File: src/sv/ncc_pkg.sv
package ncc_pkg;

    localparam int PIXEL_BITS = 8;
    localparam int MAX_PAIRS  = 65536;
    localparam int CNT_BITS   = 17;
    localparam int SUM_BITS   = 24;
    localparam int SQ_BITS    = 32;
    localparam int OPW        = 49;
    localparam int PRODW      = 2 * OPW;
    localparam int QUOTW      = 31;
    localparam int REMW       = PRODW + QUOTW - 1;
    localparam int ROOTW      = 16;
    localparam int CORRW      = 16;
    localparam int CORR_MAX   = 32767;
    localparam int MUL_STEPS  = OPW;
    localparam int DIV_STEPS  = QUOTW;
    localparam int SQRT_STEPS = ROOTW;
    localparam int STEP_W     = $clog2(MUL_STEPS);

    typedef enum logic [3:0] {
        ST_ACCUM,
        ST_MUL_LOAD,
        ST_MUL_RUN,
        ST_MUL_STORE,
        ST_CHECK,
        ST_DIV_LOAD,
        ST_DIV_RUN,
        ST_SQRT_LOAD,
        ST_SQRT_RUN,
        ST_DONE
    } ncc_state_t;

    typedef enum logic [3:0] {
        OP_IDLE,
        OP_MUL_LOAD,
        OP_MUL_STEP,
        OP_MUL_STORE,
        OP_DIV_LOAD,
        OP_DIV_STEP,
        OP_SQRT_LOAD,
        OP_SQRT_STEP,
        OP_FINISH
    } ncc_op_t;

    // Product slots, in the order the controller works through them.
    typedef enum logic [2:0] {
        SEL_NAA,
        SEL_SA2,
        SEL_NBB,
        SEL_SB2,
        SEL_NAB,
        SEL_SAB,
        SEL_VAR,
        SEL_COV
    } ncc_sel_t;

    typedef struct packed {
        logic     accumulate;
        ncc_op_t  op;
        ncc_sel_t sel;
    } ncc_cmd_t;

    typedef struct packed {
        logic degenerate;
        logic out_valid;
    } ncc_status_t;

endpackage

File: src/sv/ncc_ctrl.sv
module ncc_ctrl import ncc_pkg::*; (
    input  logic        aclk,
    input  logic        aresetn,
    input  logic        s_tvalid,
    input  logic        s_tlast,
    output logic        s_tready,
    input  ncc_status_t status,
    output ncc_cmd_t    cmd
);

    ncc_state_t         state_reg, state_next;
    logic [STEP_W-1:0]  cnt_reg, cnt_next;
    ncc_sel_t           sel_reg, sel_next;

    always_ff @(posedge aclk) begin
        if (!aresetn) begin
            state_reg <= ST_ACCUM;
            cnt_reg   <= '0;
            sel_reg   <= SEL_NAA;
        end else begin
            state_reg <= state_next;
            cnt_reg   <= cnt_next;
            sel_reg   <= sel_next;
        end
    end

    always_comb begin
        state_next     = state_reg;
        cnt_next       = cnt_reg;
        sel_next       = sel_reg;
        s_tready       = 1'b0;
        cmd.accumulate = 1'b0;
        cmd.op         = OP_IDLE;
        cmd.sel        = sel_reg;
        case (state_reg)
            ST_ACCUM: begin
                s_tready = 1'b1;
                if (s_tvalid) begin
                    cmd.accumulate = 1'b1;
                    if (s_tlast) begin
                        sel_next   = SEL_NAA;
                        state_next = ST_MUL_LOAD;
                    end
                end
            end
            ST_MUL_LOAD: begin
                cmd.op     = OP_MUL_LOAD;
                cnt_next   = '0;
                state_next = ST_MUL_RUN;
            end
            ST_MUL_RUN: begin
                cmd.op   = OP_MUL_STEP;
                cnt_next = cnt_reg + 1'b1;
                if (cnt_reg == STEP_W'(MUL_STEPS - 1)) begin
                    state_next = ST_MUL_STORE;
                end
            end
            ST_MUL_STORE: begin
                cmd.op = OP_MUL_STORE;
                case (sel_reg)
                    SEL_SAB: state_next = ST_CHECK;
                    SEL_COV: state_next = ST_DIV_LOAD;
                    default: begin
                        sel_next   = ncc_sel_t'(sel_reg + 3'd1);
                        state_next = ST_MUL_LOAD;
                    end
                endcase
            end
            ST_CHECK: begin
                if (status.degenerate) begin
                    state_next = ST_DONE;
                end else begin
                    sel_next   = SEL_VAR;
                    state_next = ST_MUL_LOAD;
                end
            end
            ST_DIV_LOAD: begin
                cmd.op     = OP_DIV_LOAD;
                cnt_next   = '0;
                state_next = ST_DIV_RUN;
            end
            ST_DIV_RUN: begin
                cmd.op   = OP_DIV_STEP;
                cnt_next = cnt_reg + 1'b1;
                if (cnt_reg == STEP_W'(DIV_STEPS - 1)) begin
                    state_next = ST_SQRT_LOAD;
                end
            end
            ST_SQRT_LOAD: begin
                cmd.op     = OP_SQRT_LOAD;
                cnt_next   = '0;
                state_next = ST_SQRT_RUN;
            end
            ST_SQRT_RUN: begin
                cmd.op   = OP_SQRT_STEP;
                cnt_next = cnt_reg + 1'b1;
                if (cnt_reg == STEP_W'(SQRT_STEPS - 1)) begin
                    state_next = ST_DONE;
                end
            end
            ST_DONE: begin
                if (!status.out_valid) begin
                    cmd.op     = OP_FINISH;
                    state_next = ST_ACCUM;
                end
            end
            default: begin
                state_next = ST_ACCUM;
            end
        endcase
    end

endmodule

File: src/sv/ncc_datapath.sv
module ncc_datapath import ncc_pkg::*; (
    input  logic                  aclk,
    input  logic                  aresetn,
    input  ncc_cmd_t              cmd,
    output ncc_status_t           status,
    input  logic [PIXEL_BITS-1:0] pixel_a,
    input  logic [PIXEL_BITS-1:0] pixel_b,
    input  logic                  m_tready,
    output logic                  m_tvalid,
    output logic [CORRW-1:0]      correlation,
    output logic                  degenerate
);

    // Running sums.
    logic [SUM_BITS-1:0]     sum_a_reg, sum_b_reg;
    logic [SQ_BITS-1:0]      sum_aa_reg, sum_bb_reg, sum_ab_reg;
    logic [CNT_BITS-1:0]     count_reg;
    logic [2*PIXEL_BITS-1:0] sq_a, sq_b, prod_ab;

    assign sq_a    = (2*PIXEL_BITS)'(pixel_a) * (2*PIXEL_BITS)'(pixel_a);
    assign sq_b    = (2*PIXEL_BITS)'(pixel_b) * (2*PIXEL_BITS)'(pixel_b);
    assign prod_ab = (2*PIXEL_BITS)'(pixel_a) * (2*PIXEL_BITS)'(pixel_b);

    always_ff @(posedge aclk) begin
        if (!aresetn || cmd.op == OP_FINISH) begin
            sum_a_reg  <= '0;
            sum_b_reg  <= '0;
            sum_aa_reg <= '0;
            sum_bb_reg <= '0;
            sum_ab_reg <= '0;
            count_reg  <= '0;
        end else if (cmd.accumulate && count_reg < CNT_BITS'(MAX_PAIRS)) begin
            sum_a_reg  <= sum_a_reg + SUM_BITS'(pixel_a);
            sum_b_reg  <= sum_b_reg + SUM_BITS'(pixel_b);
            sum_aa_reg <= sum_aa_reg + SQ_BITS'(sq_a);
            sum_bb_reg <= sum_bb_reg + SQ_BITS'(sq_b);
            sum_ab_reg <= sum_ab_reg + SQ_BITS'(prod_ab);
            count_reg  <= count_reg + 1'b1;
        end
    end

    // Stored products and the variance and covariance terms built from them.
    logic [OPW-1:0]     naa_reg, sa2_reg, nbb_reg, sb2_reg, nab_reg, sab_reg;
    logic [PRODW-1:0]   pv_reg, c2_reg;
    logic signed [OPW:0] va, vb, cov;
    logic [OPW:0]       cov_abs;
    logic               cov_neg, degen;

    assign va      = $signed({1'b0, naa_reg}) - $signed({1'b0, sa2_reg});
    assign vb      = $signed({1'b0, nbb_reg}) - $signed({1'b0, sb2_reg});
    assign cov     = $signed({1'b0, nab_reg}) - $signed({1'b0, sab_reg});
    assign cov_neg = cov[OPW];
    assign cov_abs = cov_neg ? (~cov + 1'b1) : cov;
    assign degen   = va[OPW] || (va == '0) || vb[OPW] || (vb == '0);

    // Shift-and-add multiplier, one multiplier bit a cycle.
    logic [OPW-1:0]   mul_x, mul_y, mplier_reg;
    logic [PRODW-1:0] mcand_reg, acc_reg;

    always_comb begin
        case (cmd.sel)
            SEL_NAA: begin mul_x = OPW'(count_reg); mul_y = OPW'(sum_aa_reg); end
            SEL_SA2: begin mul_x = OPW'(sum_a_reg); mul_y = OPW'(sum_a_reg); end
            SEL_NBB: begin mul_x = OPW'(count_reg); mul_y = OPW'(sum_bb_reg); end
            SEL_SB2: begin mul_x = OPW'(sum_b_reg); mul_y = OPW'(sum_b_reg); end
            SEL_NAB: begin mul_x = OPW'(count_reg); mul_y = OPW'(sum_ab_reg); end
            SEL_SAB: begin mul_x = OPW'(sum_a_reg); mul_y = OPW'(sum_b_reg); end
            SEL_VAR: begin mul_x = va[OPW-1:0];     mul_y = vb[OPW-1:0];     end
            SEL_COV: begin mul_x = cov_abs[OPW-1:0]; mul_y = cov_abs[OPW-1:0]; end
            default: begin mul_x = '0;              mul_y = '0;              end
        endcase
    end

    // Restoring divider and digit-by-digit square root.
    logic [REMW-1:0]    rem_reg, dv_reg;
    logic [QUOTW-1:0]   quot_reg;
    logic               rem_ge;
    logic [ROOTW-1:0]   root_reg, mask_reg, trial;
    logic [2*ROOTW-1:0] trial_sq;

    assign rem_ge   = rem_reg >= dv_reg;
    assign trial    = root_reg | mask_reg;
    assign trial_sq = (2*ROOTW)'(trial) * (2*ROOTW)'(trial);

    always_ff @(posedge aclk) begin
        case (cmd.op)
            OP_MUL_LOAD: begin
                acc_reg    <= '0;
                mcand_reg  <= {{(PRODW-OPW){1'b0}}, mul_x};
                mplier_reg <= mul_y;
            end
            OP_MUL_STEP: begin
                if (mplier_reg[0]) begin
                    acc_reg <= acc_reg + mcand_reg;
                end
                mcand_reg  <= mcand_reg << 1;
                mplier_reg <= mplier_reg >> 1;
            end
            OP_MUL_STORE: begin
                case (cmd.sel)
                    SEL_NAA: naa_reg <= acc_reg[OPW-1:0];
                    SEL_SA2: sa2_reg <= acc_reg[OPW-1:0];
                    SEL_NBB: nbb_reg <= acc_reg[OPW-1:0];
                    SEL_SB2: sb2_reg <= acc_reg[OPW-1:0];
                    SEL_NAB: nab_reg <= acc_reg[OPW-1:0];
                    SEL_SAB: sab_reg <= acc_reg[OPW-1:0];
                    SEL_VAR: pv_reg  <= acc_reg;
                    SEL_COV: c2_reg  <= acc_reg;
                    default: pv_reg  <= acc_reg;
                endcase
            end
            OP_DIV_LOAD: begin
                rem_reg  <= {c2_reg, {(REMW-PRODW){1'b0}}};
                dv_reg   <= {pv_reg, {(REMW-PRODW){1'b0}}};
                quot_reg <= '0;
            end
            OP_DIV_STEP: begin
                if (rem_ge) begin
                    rem_reg <= rem_reg - dv_reg;
                end
                quot_reg <= {quot_reg[QUOTW-2:0], rem_ge};
                dv_reg   <= dv_reg >> 1;
            end
            OP_SQRT_LOAD: begin
                root_reg <= '0;
                mask_reg <= {1'b1, {(ROOTW-1){1'b0}}};
            end
            OP_SQRT_STEP: begin
                if (trial_sq <= (2*ROOTW)'(quot_reg)) begin
                    root_reg <= trial;
                end
                mask_reg <= mask_reg >> 1;
            end
            default: begin
            end
        endcase
    end

    // Result register.
    logic                out_valid_reg;
    logic [CORRW-1:0]    corr_reg, corr_next;
    logic                degen_reg;
    logic [CORRW-2:0]    mag;

    assign mag = (root_reg > ROOTW'(CORR_MAX)) ? (CORRW-1)'(CORR_MAX) : root_reg[CORRW-2:0];

    always_comb begin
        if (degen) begin
            corr_next = '0;
        end else if (cov_neg) begin
            corr_next = CORRW'(0) - {1'b0, mag};
        end else begin
            corr_next = {1'b0, mag};
        end
    end

    always_ff @(posedge aclk) begin
        if (!aresetn) begin
            out_valid_reg <= 1'b0;
        end else if (cmd.op == OP_FINISH) begin
            out_valid_reg <= 1'b1;
        end else if (m_tready) begin
            out_valid_reg <= 1'b0;
        end
    end

    always_ff @(posedge aclk) begin
        if (cmd.op == OP_FINISH) begin
            corr_reg  <= corr_next;
            degen_reg <= degen;
        end
    end

    assign status.degenerate = degen;
    assign status.out_valid  = out_valid_reg;
    assign m_tvalid          = out_valid_reg;
    assign correlation       = corr_reg;
    assign degenerate        = degen_reg;

endmodule

File: src/sv/normalized_cross_correlation_core.sv
// Channel   Direction  Ports                       Contents
// s_        in         tvalid tready tdata tlast   one pixel pair a word, tlast ends a window
// m_        out        tvalid tready tdata tuser   one correlation word per window
//
// Pixel pairs are taken one word per cycle while the block is gathering sums.
// After the word marked tlast the block is busy with eight shift-and-add
// products, a restoring division and a square root, all on one shared
// datapath; when a variance term is not positive it stops after six products.
// A held result stalls the next result's hand-over, and gathering resumes after it.
// Reset is synchronous and active low; it clears all sums and drops m_tvalid.
module normalized_cross_correlation_core import ncc_pkg::*; (
    input  logic        aclk,
    input  logic        aresetn,
    input  logic        s_tvalid,
    output logic        s_tready,
    input  logic [15:0] s_tdata,   // [7:0] pixel_a, [15:8] pixel_b
    input  logic        s_tlast,   // last_pair
    output logic        m_tvalid,
    input  logic        m_tready,
    output logic [15:0] m_tdata,   // [15:0] correlation, signed Q1.15
    output logic        m_tuser    // [0] degenerate
);

    ncc_cmd_t    cmd;
    ncc_status_t status;

    // The controller sequences accumulation, the product chain, the division
    // and the square root.
    ncc_ctrl u_ctrl (
        .aclk     (aclk),
        .aresetn  (aresetn),
        .s_tvalid (s_tvalid),
        .s_tlast  (s_tlast),
        .s_tready (s_tready),
        .status   (status),
        .cmd      (cmd)
    );

    // The datapath holds the sums, the shared arithmetic units and the
    // result register.
    ncc_datapath u_datapath (
        .aclk        (aclk),
        .aresetn     (aresetn),
        .cmd         (cmd),
        .status      (status),
        .pixel_a     (s_tdata[7:0]),
        .pixel_b     (s_tdata[15:8]),
        .m_tready    (m_tready),
        .m_tvalid    (m_tvalid),
        .correlation (m_tdata),
        .degenerate  (m_tuser)
    );

endmodule

File: config.mk
export PLATFORM = sky130hd
export DESIGN_NAME = normalized_cross_correlation_core
export DESIGN_NICKNAME = d
export VERILOG_FILES = /design/src/sv/ncc_pkg.sv /design/src/sv/ncc_ctrl.sv /design/src/sv/ncc_datapath.sv /design/src/sv/normalized_cross_correlation_core.sv
export SDC_FILE = /design/constraint.sdc
export NUM_CORES = 2
export LEC_CHECK = 0
export BUFFER_PORTS_ARGS = -buffer_cell sky130_fd_sc_hd__clkbuf_2
export CORE_ASPECT_RATIO = 1.1
export CORE_MARGIN = 1.5
export CORE_UTILIZATION = 55
export CTS_BUF_LIST = sky130_fd_sc_hd__clkbuf_8
export CTS_CLUSTER_SIZE = 12
export DETAILED_ROUTE_END_ITERATION = 10
export MAX_ROUTING_LAYER = met4
export PLACE_DENSITY = 0.73
export SLEW_MARGIN = 10
export SYNTH_ARGS = -nofsm -noshare
export SYNTH_HDL_FRONTEND = slang
export SYNTH_SLANG_ARGS = --single-unit
File: constraint.sdc
create_clock -name aclk -period 18.6 [get_ports aclk]
set_input_delay 1.86 -clock aclk [delete_from_list [all_inputs] [get_ports aclk]]
set_output_delay 1.86 -clock aclk [all_outputs]
set_load 0.1 [all_outputs]
After elaboration in Yosys (flattened, before gate mapping)
Cells that the tools add are included.
{ "op_classes": {"magnitude_cmp": 4, "add_sub_neg": 15, "shifts": 0, "muxes": 38, "n_reduce_logical": 36, "div": 0, "eq_ne": 38, "mul": 4, "bitwise_logic": 3} }
{ "ops": {"columns": ["cell", "n"], "rows": [
  ["$pmux 128 s2", 2],
  ["$pmux 98 s2", 2],
  ["$pmux 49 s7", 1],
  ["$pmux 49 s5", 1],
  ["$sub 49x49->50", 3],
  ["$ge 128x128->1", 1],
  ["$mux 128", 1],
  ["$sub 128x128->128", 1],
  ["$logic_not 50->1", 2],
  ["$add 98x98->98", 1],
  ["$mux 98", 1],
  ["$pmux 49 s2", 1],
  ["$add 32x16->32", 3],
  ["$pmux 16 s2", 2],
  ["$pmux 31 s2", 1],
  ["$add 49x1->49 const B", 1],
  ["$mux 49", 1],
  ["$not 49->49", 1],
  ["$add 24x8->24", 2],
  ["$mul 8x8->16", 3],
  ["$pmux 4 s10", 1],
  ["$eq 4x3->1 const B", 8],
  ["$le 32x31->1", 1],
  ["$mul 16x16->32", 1],
  ["40 further kinds", 96]
]} }
{ "word_totals": {"latch_bits": 0, "out_inout_bits": 19, "register_bits": 1246, "inputBits": 21, "romBits": 0, "ramBits": 0, "memories": 0, "elab_cells": 167} }

Logic depth before layout (Yosys ltp)
{ "depth": {"ltp_word": 7, "ltp_mapped": 40, "depth_no_buf": 39} }

Modules after synthesis
A second synthesis with hierarchy kept.
{ "unflattened": {"hier_cells": 9015, "hier_area_um2": 86275.2} }
{ "by_module_without_submodules": {"columns": ["module", "area_per_inst_um2", "n_inst", "cells_each", "seq_area_each_um2"], "rows": [
  ["ncc_datapath", 85296.8, 1, 8894, 35404.0],
  ["ncc_ctrl", 978.4, 1, 121, 260.2]
]} }

Worst setup path before layout
Ideal clock, no wire load.
{ "synth_timing": {"path_type": "register to register", "startpoint": "register u_ctrl.state_reg[1]", "endpoint": "register u_datapath.rem_reg[0], enable pin", "period_less_slack_ps": 17404, "slack_ps": 1196, "setup_ps": 478, "arrival_ps": 16926, "t_required_ps": 18122, "path_stages_with_launch": 7, "path_buffers": 1, "cell_sequence": "dfxtp_1 clkbuf_1 nor2b_1 nor2_1 nor3b_1 o21ai_0 nand2_1"} }
{ "synth_between": {"elab_chain_cells": 5, "word_cells_on_any_way": 14, "classes_between": "eq/ne (11); mux (1); reduce/logical (2)"} }
{ "synth_rtl": {"columns": ["item", "line_no", "source"], "rows": [
  ["from (decl)", "ncc_ctrl.sv:11", "ncc_state_t state_reg, state_next;"],
  ["from (signal assigned)", "ncc_ctrl.sv:21", "state_reg <= state_next;"],
  ["$eq 4x4->1, or another cell as far along", "ncc_ctrl.sv:35", "case (state_reg)"],
  ["$pmux 4 s8 (*)", "ncc_ctrl.sv:35", null],
  ["$eq 4x3->1", "ncc_datapath.sv:86", "case (cmd.op)"],
  ["$ne 2x1->1 (no source line) or $reduce_bool 2->1 (tied branches)", null, null],
  ["$reduce_and 2->1 (no source line) (*)", null, null],
  ["to (signal assigned)", "ncc_datapath.sv:113", "rem_reg <= {c2_reg, {(REMW-PRODW){1'b0}}};"],
  ["to (signal assigned)", "ncc_datapath.sv:119", "rem_reg <= rem_reg - dv_reg;"],
  ["to (decl)", "ncc_datapath.sv:75", "logic [REMW-1:0] rem_reg, dv_reg;"]
]} }
Mark *: on every way between the ends. The rest lies on a longest branch, timed or not.
A chain may end at the register's enable or synchronous reset.

Worst setup path in the final report
{ "layout_timing": {"startpoint": "register u_datapath.root_reg[8]", "endpoint": "register u_datapath.root_reg[1], enable pin"} }
{ "layout_between": {"elab_chain_cells": 5} }
{ "layout_rtl": {"columns": ["item", "line_no", "source"], "rows": [
  ["from (decl)", "ncc_datapath.sv:78", "logic [ROOTW-1:0] root_reg, mask_reg, trial;"],
  ["from (signal assigned)", "ncc_datapath.sv:130", "root_reg <= trial;"],
  ["$or 16x16->16", "ncc_datapath.sv:82", "assign trial = root_reg | mask_reg;"],
  ["net u_datapath.trial[8]", "ncc_datapath.sv:78", null],
  ["$mul 16x16->32", "ncc_datapath.sv:83", "assign trial_sq = (2*ROOTW)'(trial) * (2*ROOTW)'(trial);"],
  ["$le 32x31->1", "ncc_datapath.sv:129", "if (trial_sq <= (2*ROOTW)'(quot_reg)) begin"],
  ["$ne 2x1->1 (no source line)", null, null],
  ["$reduce_and 2->1 (no source line)", null, null]
]} }
The timed path passes the listed nets, and every way through them passes these cells.

==> results.sh <==
export IMPL_run_status="completed"
export IMPL_avgRoutedWirePerCell_um=22.8
export IMPL_peakVddDrop_v=0.0000607
export IMPL_routed_wl_mm=258
export IMPL_nets=10000
export IMPL_setup_viol=0
export IMPL_synthesis_nets=10100
export IMPL_htreeDepth=4
export IMPL_ctsHoldBuffers=0
export IMPL_period_minus_slack_ns=9.93
export IMPL_rsz0062_at_grt="false"
export IMPL_slowest_stage="nor2_1"
export IMPL_dieHeight_um=420
export IMPL_synth_ff_type="edfxtp_1"
export IMPL_finalHoldViolCount=0
export IMPL_n_fill_cell=13600
export IMPL_cts_tree="yes"
export IMPL_synth_avg_cell_area_sq_um=9.52
export IMPL_area_delta_synth_final_pct=6.93
export IMPL_drv_slew=0
export IMPL_crit_path_frequent_cell="inv_1"
export IMPL_start_kind="register"
export IMPL_vias=69600
export IMPL_worstPathArrival_ns=10.59
export IMPL_path_class="reg2reg"
export IMPL_io_pins=40
export IMPL_skew_ns=0.0477
export IMPL_grt_pass1_wl_mm=397
export IMPL_ant_nets=0
export IMPL_grt_pass1_vias=68700
export IMPL_cts_sinks=1246
export IMPL_start_util=0.556
export IMPL_synth_edf_count=1071
export IMPL_dpl_hpwl_mm=196
export IMPL_clock_root_buffer="clkbuf_8"
export IMPL_synth_yosys_seq_area_share=0.410
export IMPL_worstSkewPairLatency_ns=1.00
export IMPL_hold_class="reg2reg"
export IMPL_post_cts_buffers=0
export IMPL_cts_resized=0
export IMPL_dp_cells=10900
export IMPL_period_share=0.534
export IMPL_relSlewSlack=0.195
export IMPL_antenna_found_initial=10
export IMPL_fin_setup_tns_ns=0
export IMPL_crit_required_ns=19.26
export IMPL_stdcell_count=11300
export IMPL_cellLeakagePower_nw=38.7
export IMPL_synthCells=9139
export IMPL_path_buf_inv=9
export IMPL_cpPeakStageDelay_ns=0.72
export IMPL_ys_types=104
export IMPL_cp_end_kind="register"
export IMPL_maxCapViolCount=0
export IMPL_numCtsBuffers=208
export IMPL_ys_warn_count=0
export IMPL_drive_above_1_share=0.0538
export IMPL_core_sq_um=157000
export IMPL_ys_ff_latch=1246
export IMPL_drc=0
export IMPL_max_freq_ghz=0.101
export IMPL_critPathMaxFanout=16
export IMPL_cts_buffer_depth=3
export IMPL_drt_initial_drc_count=6374
export IMPL_gr_total_overflow=0
export IMPL_multiInputGateArea_sq_um=46600
export IMPL_first_pass_iters=10
export IMPL_clk_pin_slew_ns=0.07
export IMPL_via_per_inst=6.15
export IMPL_die_area_sq_um=161000
export IMPL_async_flop_share=0
export IMPL_synth_area_sq_um=87000
export IMPL_grt_usage=0.328
export IMPL_io_buffers=39
export IMPL_num_rows=152
export IMPL_seqCellArea_sq_um=35700
export IMPL_tightest_slew_ns=1.18
export IMPL_crit_family="adder cells"
export IMPL_grt_max_degree=228
export IMPL_fp_dieW_um=382
export IMPL_power_density_nw_per_um2=82.0
export IMPL_place_gp_congestion=1.03
cell usage after synthesis (133+ instances only):
cell type,n,area (sq um)
o21ai_0,597,2990
dfxtp_1,175,3500
ha_1,649,8120
xor2_1,212,1860
edfxtp_1,1071,32200
nand4_1,155,970
a21o_1,256,1920
xnor2_1,298,2610
nor2_1,728,2730
fa_1,297,5950
nor3_1,133,666
nand2_1,955,3580
a21oi_1,721,3610
and3_1,138,863
nand3_1,162,811
inv_1,873,3280
clkbuf_1,387,1450
metrics by stage:
step | setup slack, ns | total power [mW] | util | hold slack, ns | instance area (sq um)
4_1_cts | 8.64 | 7.65 | 0.594 | 0.453 | 93000
6_report | 8.67 | 7.63 | 0.594 | 0.454 | 93000
5_1_grt | 8.13 | 8.00 | 0.594 | 0.475 | 93000
3_5_place_dp | 8.66 | 5.23 | 0.568 | 0.443 | 89000
2_1_floorplan | 1.20 | 4.74 | - | 0.432 | 87000
3_3_place_gp | 8.68 | 5.18 | 0.568 | 0.441 | 89000
path summary, 6_finish.rpt:
check                                                end  slack (ns)  depth (start not counted)                                   start
setup / recovery    u_datapath.root_reg[1]$_SDFFCE_PP0P_        8.67                         38    u_datapath.root_reg[8]$_SDFFCE_PP0P_
setup reg to reg    u_datapath.root_reg[1]$_SDFFCE_PP0P_        8.67                         38    u_datapath.root_reg[8]$_SDFFCE_PP0P_
hold reg to reg   u_datapath.sum_aa_reg[13]$_SDFFE_PP0P_        0.45                          2  u_datapath.sum_aa_reg[13]$_SDFFE_PP0P_
hold / removal    u_datapath.sum_aa_reg[13]$_SDFFE_PP0P_        0.45                          2  u_datapath.sum_aa_reg[13]$_SDFFE_PP0P_
report_power, final:
part           internal, mW  switching, mW
Combinational         0.727           1.10
Clock                  1.23           1.19
Sequential             3.21          0.180
Total                  5.16           2.47
cell usage in the layout (no fill, tap or decap), types with 91 or more instances in the layout:
| master | count |
|---|---|
| clkbuf_8 | 224 |
| inv_1 | 942 |
| nor2_1 | 722 |
| edfxtp_1 | 1071 |
| o21ai_0 | 596 |
| nor3_1 | 130 |
| ha_1 | 649 |
| xor2_1 | 212 |
| xnor2_1 | 298 |
| a21oi_1 | 721 |
| nand3_1 | 161 |
| o21bai_1 | 91 |
| nand2_1 | 953 |
| nand4_1 | 155 |
| dfxtp_1 | 175 |
| and2_1 | 107 |
| a21o_1 | 256 |
| fa_1 | 297 |
| and3_1 | 137 |
tightest hold or removal path, stage by stage (launching register included):
cell and delay, ns:
dfxtp_1 0.31, nand2_1 0.05, a21oi_1 0.05
metal layers:
layer | up-vias | global-route usage | wire (um)
li1 | 32400 | - | -
met1 | 33900 | 0.390 | 102000
met2 | 2660 | 0.539 | 124000
met3 | 652 | 0.0517 | 16400
met4 | 0 | 0.175 | 15400
met5 | - | - | 0
area by class of cell:
cell class,count,area share
clock buffers,224,0.0331
flip-flops and latches,1246,0.383
clock inverters,157,0.0103
diodes,9,0.000242
multi-input cells,6609,0.501
well taps,2079,0.0280
repair buffers,116,0.00858
inverters,879,0.0355
cells by family (layout without fill, tap and decap cells):
kind of cell | Yosys count | in the layout | synth area share
and+or+nand+nor | 2788 | 2788 | 0.150
AOI/OAI and AO/OA | 2349 | 2349 | 0.169
buffers and inverters | 1284 | 1376 | 0.0559
DFF | 1246 | 1246 | 0.410
adders and majority gates | 947 | 947 | 0.162
xor gates and xnor gates | 510 | 510 | 0.0513
muxes | 15 | 15 | 0.00181
other | 0 | 9 | 0
(Power assumes the default switching activity.)
